<file path="src/sv/iopr_pkg.sv">
// Shared types and constants for the in-order page release block.
// No dependencies.
`default_nettype none

package iopr_pkg;

  localparam int unsigned MaxPages = 64;
  localparam int unsigned IdxW     = 6;
  localparam int unsigned CntW     = 7;
  localparam int unsigned HandleW  = 32;
  localparam int unsigned InDataW  = 40;
  localparam int unsigned OutDataW = 56;

  localparam logic [CntW-1:0] MaxPagesCnt = CntW'(MaxPages);

  localparam logic ReqSubmit = 1'b0;
  localparam logic ReqFail   = 1'b1;

  typedef enum logic [1:0] {
    StIdle,
    StLook,
    StEmit
  } iopr_state_e;

  typedef struct packed {
    logic take;
    logic load;
    logic advance;
  } iopr_cmd_t;

  typedef struct packed {
    logic out_free;
    logic cur_ready;
    logic next_ready;
  } iopr_sts_t;

endpackage

`default_nettype wire

</file>
<file path="src/sv/iopr_ctrl.sv">
// Controller state machine: request intake and release sequencing.
// Depends on iopr_pkg.
`default_nettype none

module iopr_ctrl
  import iopr_pkg::*;
(
  input  wire logic      clk_i,
  input  wire logic      rst_ni,
  input  wire logic      in_valid_i,
  output logic           in_ready_o,
  input  wire iopr_sts_t sts_i,
  output iopr_cmd_t      cmd_o
);

  iopr_state_e state_q, state_d;

  always_ff @(posedge clk_i or negedge rst_ni) begin
    if (!rst_ni) begin
      state_q <= StIdle;
    end else begin
      state_q <= state_d;
    end
  end

  always_comb begin
    state_d = state_q;
    case (state_q)
      StIdle: begin
        if (in_valid_i) begin
          state_d = StLook;
        end
      end
      StLook: begin
        state_d = StEmit;
      end
      StEmit: begin
        if (sts_i.out_free && (!sts_i.cur_ready || !sts_i.next_ready)) begin
          state_d = StIdle;
        end
      end
      default: begin
        state_d = StIdle;
      end
    endcase
  end

  always_comb begin
    in_ready_o    = 1'b0;
    cmd_o         = '0;
    case (state_q)
      StIdle: begin
        in_ready_o = 1'b1;
        cmd_o.take = in_valid_i;
      end
      StLook: begin
      end
      StEmit: begin
        cmd_o.load    = sts_i.out_free;
        cmd_o.advance = sts_i.out_free && sts_i.cur_ready;
      end
      default: begin
      end
    endcase
  end

endmodule

`default_nettype wire

</file>
<file path="src/sv/iopr_datapath.sv">
// Datapath: slot flags, handle memory, release pointer, totals, output register.
// Depends on iopr_pkg; driven by iopr_ctrl commands.
`default_nettype none

module iopr_datapath
  import iopr_pkg::*;
(
  input  wire logic                clk_i,
  input  wire logic                rst_ni,
  input  wire logic                cfg_we_i,
  input  wire logic [CntW-1:0]     cfg_wdata_i,
  input  wire logic                in_type_i,
  input  wire logic [IdxW-1:0]     in_index_i,
  input  wire logic [HandleW-1:0]  in_handle_i,
  input  wire iopr_cmd_t           cmd_i,
  output iopr_sts_t                sts_o,
  input  wire logic                out_ready_i,
  output logic                     out_valid_o,
  output logic [OutDataW-1:0]      out_data_o,
  output logic                     out_last_o
);

  logic [CntW-1:0]     page_count_q;
  logic [CntW-1:0]     eff_cnt;
  logic [MaxPages-1:0] filled_q;
  logic [MaxPages-1:0] failed_q;
  logic [HandleW-1:0]  mem_q [MaxPages];
  logic [HandleW-1:0]  rd_q;
  logic [CntW-1:0]     nr_q, nr_d, nr_next;
  logic [CntW-1:0]     written_q, failed_tot_q;
  logic                acc_q;
  logic                hit;
  logic                cur_fail;
  logic                rel_write, rel_skip;
  logic [CntW-1:0]     written_out, failed_out, nr_after;
  logic                out_valid_q;
  logic [OutDataW-1:0] out_data_q;
  logic                out_last_q;

  assign eff_cnt = (page_count_q > MaxPagesCnt) ? MaxPagesCnt : page_count_q;
  assign hit     = ({1'b0, in_index_i} < eff_cnt) && !filled_q[in_index_i];

  assign nr_next  = nr_q + CntW'(1);
  assign nr_d     = cmd_i.advance ? nr_next : nr_q;
  assign cur_fail = failed_q[nr_q[IdxW-1:0]];

  assign sts_o.cur_ready  = (nr_q < eff_cnt) && filled_q[nr_q[IdxW-1:0]];
  assign sts_o.next_ready = (nr_next < eff_cnt) && filled_q[nr_next[IdxW-1:0]];
  assign sts_o.out_free   = !out_valid_q || out_ready_i;

  assign rel_write   = sts_o.cur_ready && !cur_fail;
  assign rel_skip    = sts_o.cur_ready && cur_fail;
  assign written_out = written_q + CntW'(rel_write);
  assign failed_out  = failed_tot_q + CntW'(rel_skip);
  assign nr_after    = nr_q + CntW'(sts_o.cur_ready);

  always_ff @(posedge clk_i or negedge rst_ni) begin
    if (!rst_ni) begin
      page_count_q <= MaxPagesCnt;
    end else if (cfg_we_i) begin
      page_count_q <= cfg_wdata_i;
    end
  end

  always_ff @(posedge clk_i or negedge rst_ni) begin
    if (!rst_ni) begin
      filled_q <= '0;
      failed_q <= '0;
      acc_q    <= 1'b0;
    end else if (cmd_i.take) begin
      acc_q <= hit;
      if (hit) begin
        filled_q[in_index_i] <= 1'b1;
        failed_q[in_index_i] <= (in_type_i == ReqFail);
      end
    end
  end

  always_ff @(posedge clk_i) begin
    if (cmd_i.take && hit && (in_type_i == ReqSubmit)) begin
      mem_q[in_index_i] <= in_handle_i;
    end
    rd_q <= mem_q[nr_d[IdxW-1:0]];
  end

  always_ff @(posedge clk_i or negedge rst_ni) begin
    if (!rst_ni) begin
      nr_q         <= '0;
      written_q    <= '0;
      failed_tot_q <= '0;
    end else if (cmd_i.advance) begin
      nr_q         <= nr_next;
      written_q    <= written_out;
      failed_tot_q <= failed_out;
    end
  end

  always_ff @(posedge clk_i or negedge rst_ni) begin
    if (!rst_ni) begin
      out_valid_q <= 1'b0;
    end else if (cmd_i.load) begin
      out_valid_q <= 1'b1;
    end else if (out_ready_i) begin
      out_valid_q <= 1'b0;
    end
  end

  always_ff @(posedge clk_i) begin
    if (cmd_i.load) begin
      out_data_q <= {nr_after >= eff_cnt,
                     failed_out,
                     written_out,
                     rel_skip,
                     rel_write ? rd_q : HandleW'(0),
                     sts_o.cur_ready ? nr_q[IdxW-1:0] : IdxW'(0),
                     sts_o.cur_ready,
                     acc_q};
      out_last_q <= !sts_o.cur_ready || !sts_o.next_ready;
    end
  end

  assign out_valid_o = out_valid_q;
  assign out_data_o  = out_data_q;
  assign out_last_o  = out_last_q;

  a_adv_ready: assert property (@(posedge clk_i) disable iff (!rst_ni)
    cmd_i.advance |-> sts_o.cur_ready)
    else $error("release pointer advanced over a slot that is not ready");

  a_ptr_range: assert property (@(posedge clk_i) disable iff (!rst_ni)
    nr_q <= MaxPagesCnt)
    else $error("release pointer beyond slot range");

  a_totals: assert property (@(posedge clk_i) disable iff (!rst_ni)
    (written_q + failed_tot_q) == nr_q)
    else $error("written and failed totals disagree with release pointer");

  a_released_filled: assert property (@(posedge clk_i) disable iff (!rst_ni)
    cmd_i.advance |=> filled_q[$past(nr_q[IdxW-1:0])])
    else $error("released slot not marked filled");

  a_load_free: assert property (@(posedge clk_i) disable iff (!rst_ni)
    (out_valid_q && !out_ready_i) |-> !cmd_i.load)
    else $error("output register overwritten while stalled");

endmodule

`default_nettype wire

</file>
<file path="src/sv/in_order_page_release_top.sv">
// In-order page release: a reorder buffer for completed pages.
// Depends on iopr_pkg, iopr_ctrl and iopr_datapath.
//
// Input stream: one transaction is a request. tuser is the request type
// (submit a page handle or mark a page failed); tdata carries the slot index
// and the handle. Output stream: each request yields one or more
// transactions, the final one flagged by tlast. A request that releases
// nothing yields a single transaction with release_valid low.
// Configuration: cfg_we_i writes page_count; write it only while idle.
// Timing: a request is taken in the idle state, the handle memory is read
// in the look state, then one result per cycle is loaded into the output
// register in the emit state while the receiver does not stall. A request
// holds the block from intake until its last result is loaded, paced by the
// single read port of the handle memory and the one-slot-per-cycle drain.
// tready stays high when idle, also while a result waits in the output
// register. A stalled receiver holds the output register and the drain.
// Reset clears all slot flags, the release pointer, totals and sets
// page_count to 64; the handle memory is not cleared and needs no sweep.
`default_nettype none

module in_order_page_release_top
  import iopr_pkg::*;
(
  input  wire logic                clk_i,
  input  wire logic                rst_ni,
  input  wire logic                cfg_we_i,
  input  wire logic [CntW-1:0]     cfg_wdata_i,
  input  wire logic                s_axis_tvalid,
  output logic                     s_axis_tready,
  // [5:0] slot index, [37:6] page handle, [39:38] zero
  input  wire logic [InDataW-1:0]  s_axis_tdata,
  // [0] req_type
  input  wire logic                s_axis_tuser,
  output logic                     m_axis_tvalid,
  input  wire logic                m_axis_tready,
  // [0] accepted, [1] release_valid, [7:2] released_index,
  // [39:8] released_handle, [40] skipped, [47:41] written_count,
  // [54:48] failed_count, [55] all_done
  output logic [OutDataW-1:0]      m_axis_tdata,
  output logic                     m_axis_tlast
);

  iopr_cmd_t cmd;
  iopr_sts_t sts;

  iopr_ctrl u_ctrl (
    .clk_i      (clk_i),
    .rst_ni     (rst_ni),
    .in_valid_i (s_axis_tvalid),
    .in_ready_o (s_axis_tready),
    .sts_i      (sts),
    .cmd_o      (cmd)
  );

  iopr_datapath u_datapath (
    .clk_i       (clk_i),
    .rst_ni      (rst_ni),
    .cfg_we_i    (cfg_we_i),
    .cfg_wdata_i (cfg_wdata_i),
    .in_type_i   (s_axis_tuser),
    .in_index_i  (s_axis_tdata[IdxW-1:0]),
    .in_handle_i (s_axis_tdata[IdxW+HandleW-1:IdxW]),
    .cmd_i       (cmd),
    .sts_o       (sts),
    .out_ready_i (m_axis_tready),
    .out_valid_o (m_axis_tvalid),
    .out_data_o  (m_axis_tdata),
    .out_last_o  (m_axis_tlast)
  );

endmodule

`default_nettype wire

</file>
<file path="config.mk">
export PLATFORM = sky130hd
export DESIGN_NAME = in_order_page_release_top
export DESIGN_NICKNAME = d
export VERILOG_FILES = /design/src/sv/iopr_pkg.sv /design/src/sv/iopr_ctrl.sv /design/src/sv/iopr_datapath.sv /design/src/sv/in_order_page_release_top.sv
export SDC_FILE = /design/constraint.sdc
export NUM_CORES = 2
export LEC_CHECK = 0
export BUFFER_PORTS_ARGS = -buffer_cell sky130_fd_sc_hd__buf_4
export CAP_MARGIN = 20
export CORE_MARGIN = 4
export CORE_UTILIZATION = 25
export CTS_BUF_LIST = sky130_fd_sc_hd__clkbuf_8
export CTS_CLUSTER_DIAMETER = 40
export DETAILED_ROUTE_END_ITERATION = 7
export SLEW_MARGIN = 15
export SYNTH_ARGS = -nofsm -noshare
export SYNTH_HDL_FRONTEND = slang
export SYNTH_HIERARCHICAL = 1
export SYNTH_SLANG_ARGS = --single-unit
export TNS_END_PERCENT = 100
</file>
<file path="constraint.sdc">
create_clock -name clk_i -period 7 [get_ports clk_i]
set_input_delay 0.7 -clock clk_i [delete_from_list [all_inputs] [get_ports clk_i]]
set_output_delay 0.7 -clock clk_i [all_outputs]
set_load 0.02 [all_outputs]
</file>
**Word-level counts from Yosys, hierarchy flattened**

Memory sizes are Yosys's and may differ from the RTL's. A register that Yosys moved wholly into a read port is not among the register bits.
Index checks and enable logic that the tools add are counted.

- Bits in registers: 217
- RAM bits: 2048
- Bits of input ports: 53
- Output and inout bits: 59
- Word-level logic and storage cells: 78
- Memories kept: 1

- Add/subtract/negate cells: 4
- Magnitude comparators: 9
- Eq/ne operators: 4
- Mux-type cells: 23
- Bitwise operators: 2
- Reductions and logical operators: 21

Memories:

| name | depth | width | rd ports | clocked after Yosys merged registers in | wr ports | RTL line | source |
|---|---|---|---|---|---|---|---|
| u_datapath.mem_q | 64 | 32 | 1 | 1 | 1 | iopr_datapath.sv:27 | `logic [HandleW-1:0] mem_q [MaxPages];` |

Operators by type and width:

| operator | number |
|---|---|
| 64-bit bitwise mux | 1 |
| 64-bit OR | 1 |
| 1-bit binary-select mux with 6-bit select | 4 |
| 7-bit by 1-bit adder with 7-bit output | 3 |
| 6-bit by 7-bit less-than comparator with 1-bit output (second input constant) | 3 |
| 7-bit less-than comparator | 2 |
| 1-bit two-way mux | 11 |
| 1-bit logical AND | 10 |
| 7-bit by 1-bit adder with 7-bit output (second input constant) | 1 |
| 7-bit greater-or-equal comparator | 1 |
| 7-bit greater-than comparator (second input constant) | 1 |
| 6-bit by 7-bit less-than comparator with 1-bit output | 1 |
| 7-bit two-way mux | 1 |
| 1-bit demux with 6-bit select | 1 |
| 6-bit by 1-bit greater-or-equal comparator with 1-bit output (second input constant) | 1 |
| 2-bit two-way mux | 3 |
| 6-bit two-way mux | 1 |
| 2-bit one-hot mux with 3 select lines | 1 |
| 1-bit logical NOT | 5 |
| 2-bit AND reduction | 2 |
| 2-bit by 1-bit equality test with 1-bit output (second input constant) | 1 |
| 2-bit equality test (second input constant) | 1 |
| 2-bit logical NOT | 1 |
| 1-bit logical OR | 2 |
| 4 further kinds | 4 |

**Longest topological paths before layout**

- Depth in word-level cells: 9
- Mapped depth: 22
- Mapped depth without buffers: 17

**Modules after synthesis**

The synthesis kept the hierarchy.

Modules (own cells, without submodules):

| module | instances | cells each | area each (um2) | sequential area each (um2) |
|---|---|---|---|---|
| iopr_datapath | 1 | 6168 | 102199.3 | 67806.3 |
| iopr_ctrl | 1 | 12 | 103.8 | 50.0 |

**Worst setup path after synthesis**

Ideal clock, no wire load.

- Kind: input to register
- Start point: input s_axis_tdata[2]
- End point: memory u_datapath.mem_q[2][0], enable pin
- Setup time: 501 ps
- Arrival: 5691 ps
- Setup slack: 808 ps
- Stages: 11
- Path buffers: 5
- Cells stage by stage: buf_2 -> buf_6 -> buf_2 -> mux4_2 -> o21ai_0 -> o221ai_1 -> nor3_4 -> o21ai_2 -> buf_2 -> buf_2 -> nor4_1

- Cells in the longest elaborated chain, start to end: 8

Ends and longest elaborated chain:

| what | RTL line | source |
|---|---|---|
| start: declaration | in_order_page_release_top.sv:31 | `input wire logic [InDataW-1:0] s_axis_tdata,` |
| 1-bit binary-select mux with 6-bit select | iopr_datapath.sv:41 | `assign hit = ({1'b0, in_index_i} < eff_cnt) && !filled_q[in_index_i];` |
| 1-bit two-way mux (not written as such) | iopr_datapath.sv:41 |  |
| 1-bit logical NOT | iopr_datapath.sv:41 |  |
| 1-bit logical AND | iopr_datapath.sv:41 |  |
| 1-bit logical AND (2 in a row) | iopr_datapath.sv:80 | `if (cmd_i.take && hit && (in_type_i == ReqSubmit)) begin` |
| 1-bit two-way mux | iopr_datapath.sv:80 |  |
| 1-bit two-way mux (not written as such) | iopr_datapath.sv:81 | `mem_q[in_index_i] <= in_handle_i;` |
| end: declaration | iopr_datapath.sv:27 |  |

Parallel ways exist; a longest one is shown, timed or not. The select of a mux whose other input is x is not followed.

==> summary.md <==
| Metric | Value |
|---|---|
| Status | finished, final reports clean |
| Startpoint Class | register |
| Clk sinks | 2297 |
| DR pass1 iterations | 6 |
| Site Rows | 234 |
| Setup crit start | u_datapath/nr_q[0] |
| Period utilisation layout | 88.9% |
| Die Y | 648 um |
| # Max-Cap Violations | 0 |
| Cells after DPL | 11400 |
| Cells after Synth | 6180 |
| P_leak | 36.9 nW |
| Final hold viol count | 0 |
| Core area | 407000 um2 |
| Yosys reg bits | 2297 |
| Post-DP HPWL | 168000 um |
| Synth top area cells | edfxtp_1 (62%), mux4_2 (11%), mux2i_1 (5.8%), dfrtp_1 (3.9%), mux2_2 (1.8%) |
| WS Path Type | reg -> reg |
| DRC errors left | 0 |
| Fmax | 161 MHz |
| Ports | 112 |
| Drt wl/cell | 24.8 um |
| Fillers | 40200 |
| Clock Skew | 119 ps |
| CP dominant cell by count | buf_4 |
| Hold Crit Start | cfg_we_i |
| Worst min path class | in -> reg |
| Largest net degree at the start of global routing | 157 |
| DR iter-0 viols | 6929 |
| Design area | 118000 um2 |
| First-pass GRT wire length | 432000 um |
| Number of flops mapped to enable cells by yosys | 2105 |
| IO buf count | 109 |
| Commonest non-fill, non-tap cell in the layout | edfxtp_1 |
| Dpl cell area | 110000 um2 |
| Register-to-Register Path Depth | 17 |
| Worst setup EP type | register |
| Cell Area, Synth | 102000 um2 |
| Synth Warn # | 6 |
| DR vias/cell | 5.14 |
| Vias in the first global route | 62400 |
| Cell taking the most area after synthesis | edfxtp_1 |
| Mean Syn Cell Area | 16.6 um2 |
| Worst flop-to-flop path endpoint | u_datapath/rd_q[6] |
| Clock slew at reported path FFs | 60 ps |
| H-tree levels | 5 |
| Initial antenna violation count | 32 |
| Post-synth top area share | 61.8% |
| Least-Margin Pin Slew | 1180 ps |
| Final setup fails | 0 |
| RSZ-0062 raised after global routing | no |
| Final non-filler cell total | 12200 |
| Nets | 6490 |
| Post-layout power | 0.0329 W |
| Hold Path Stages | 2 |
| Crit path largest cell delay | 1020 ps |
| Worst skew pair latency | 1020 ps |
| TritonCTS Buffers | 391 |
| GRT overflow | 0 |
| Highest-delay cell along the critical path | o41ai_1 |
| Data required time of the critical path | 7850 ps |
| Die Span X | 648 um |
| Commonest cells after routing, fill and taps aside | edfxtp_1 (2105), mux2i_1 (587), mux4_2 (508) |
| Worst-path maximum fanout | 31 |
| R2R Setup Slk | 780 ps |
| Hold Path End | u_datapath/page_count_q[0] |
| Max IR drop VDD | 0.287 mV |
| R2R Path Start | u_datapath/nr_q[0] |
| Synth Net Count | 6264 |
| P&R area growth vs syn | 15.1% |
| Die area | 420000 um2 |
| Pwr/cell area | 279 nW/um2 |
| Minimum clock period | 6220 ps |
| Detailed Route WL | 301000 um |
| GPL Wtd Cong | 0.803 |
| Post-CTS Setup Bufs | 0 |
| Rel. slew slack | 21.1% |
| GRT Overall Usage | 13.8% |
| Worst-path cell chain | buf_4, mux4_2, nor2b_1, a211oi_1, a211oi_1, o2111a_1, nor3b_2, buf_12, nand4_2, o21a_1, or2_1, nor2_1, buf_4, nand2_1, buf_4, o41ai_1, nor3_1 |
| Synth unique cells | 84 |
| Count of pins over their slew limit | 0 |
| Share of cells above drive strength 1 | 24.1% |
| Setup TNS | 0 ps |
| Register area share after synthesis | 66.3% |
| CTS root buf | clkbuf_8 |
| Prevailing post-synth register cell | edfxtp_1 |
| FFs w/ async S/R, synth | 6.97% |
| Clk buf depth | 4 |
| Initial Utilization | 25.1% |
| Vias | 62600 |
| Antenna viol nets, final | 0 |
| CTS tree | yes |
| Critical Path AT | 7070 ps |
through the flow:
| stage | hold WS [ps] | worst slack, ps | util (%) |
|---|---|---|---|
| global placement | 435 | 771 | 27.0 |
| detailed placement | 437 | 777 | 27.0 |
| finish | 86.7 | 776 | 28.9 |
| floorplan | 404 | 808 | - |
| CTS | 3.79 | 869 | 28.9 |
| global route | 40.0 | 561 | 28.9 |
final cells by class:
type	instances	area, um2	area share, %
flip-flops and latches	2297	67900	57.6
multi-input cells	3381	32500	27.6
well taps	5428	6790	5.77
clock buffers	433	5960	5.06
repair buffers	318	2790	2.37
clock inverters	275	1720	1.46
inverters	17	86.3	0.0733
diodes	14	35.0	0.0297
power by group:
group	switching [W]	internal, W
registers	0.000281	0.0153
logic	0.00298	0.00244
clock network	0.00549	0.00635
total	0.00875	0.0241
sequential cells by signal (all words and copies together) (netlist names):
name	count
u_datapath/failed_q	64
u_datapath/written_q	7
u_datapath/page_count_q	7
u_datapath/acc_q	1
u_ctrl/state_q	2
u_datapath/failed_tot_q	7
u_datapath/nr_q	7
u_datapath/out_last_o	1
u_datapath/mem_q	2048
u_datapath/rd_q	32
u_datapath/out_valid_o	1
u_datapath/out_data_o	56
u_datapath/filled_q	64
logic make-up after synthesis:
kind of cell	count (synthesis)	share of synthesized area [%]
buffers and inverters	502	2.42
flip-flops	2297	66.3
AND/OR/NAND/NOR	1074	4.81
multiplexers	1260	18.8
XOR/XNOR	37	0.368
AO/OA/AOI/OAI	979	6.93
adder cells (fa/ha/maj)	31	0.379
cells in the mapped netlist (all sizes together) (16+ instances only):
master / instances
a211oi: 62
a21oi: 85
a221o: 16
a221oi: 43
a222oi: 27
a22o: 37
a22oi: 36
a311oi: 49
a31oi: 64
and2: 46
and3: 17
buf: 252
clkbuf: 233
dfrtp: 159
dfxtp: 32
edfxtp: 2105
ha: 31
mux2: 163
mux2i: 588
mux4: 509
nand2: 378
nand2b: 67
nand3: 95
nand4: 19
nor2: 299
nor3: 49
nor4: 62
o2111a: 44
o21ai: 108
o221ai: 75
o22ai: 250
o41ai: 33
xnor2: 22
critical path: cells and delay by family, from the launching register on:
| kind | cells | cell delay (ps) |
|---|---|---|
| buf+inv | 4 | 1200 |
| mux | 1 | 250 |
| simple gates | 7 | 1600 |
| compound gates | 5 | 2160 |
| flops | 1 | 840 |
how the worst max path moves through the flow:
stage,to
floorplan,u_datapath/mem_q[2][0]
global placement,u_datapath/rd_q[26]
detailed placement,u_datapath/rd_q[26]
CTS,u_datapath/rd_q[26]
global route,u_datapath/rd_q[19]
finish,u_datapath/rd_q[6]
timing repair:
action,4_1_cts,5_1_grt
hold endpoints to repair,95,0
resized for setup,0,0
hold buffers,11,0
routing by layer:
layer  track usage, %  vias up  wire (um)
li1                 -    25900          -
met1             18.3    32800     121000
met2             22.2     3198     141000
met3             2.71      672      27500
met4             5.74       24      12300
met5                0        -        162
Power figures use the tool's default switching activity.
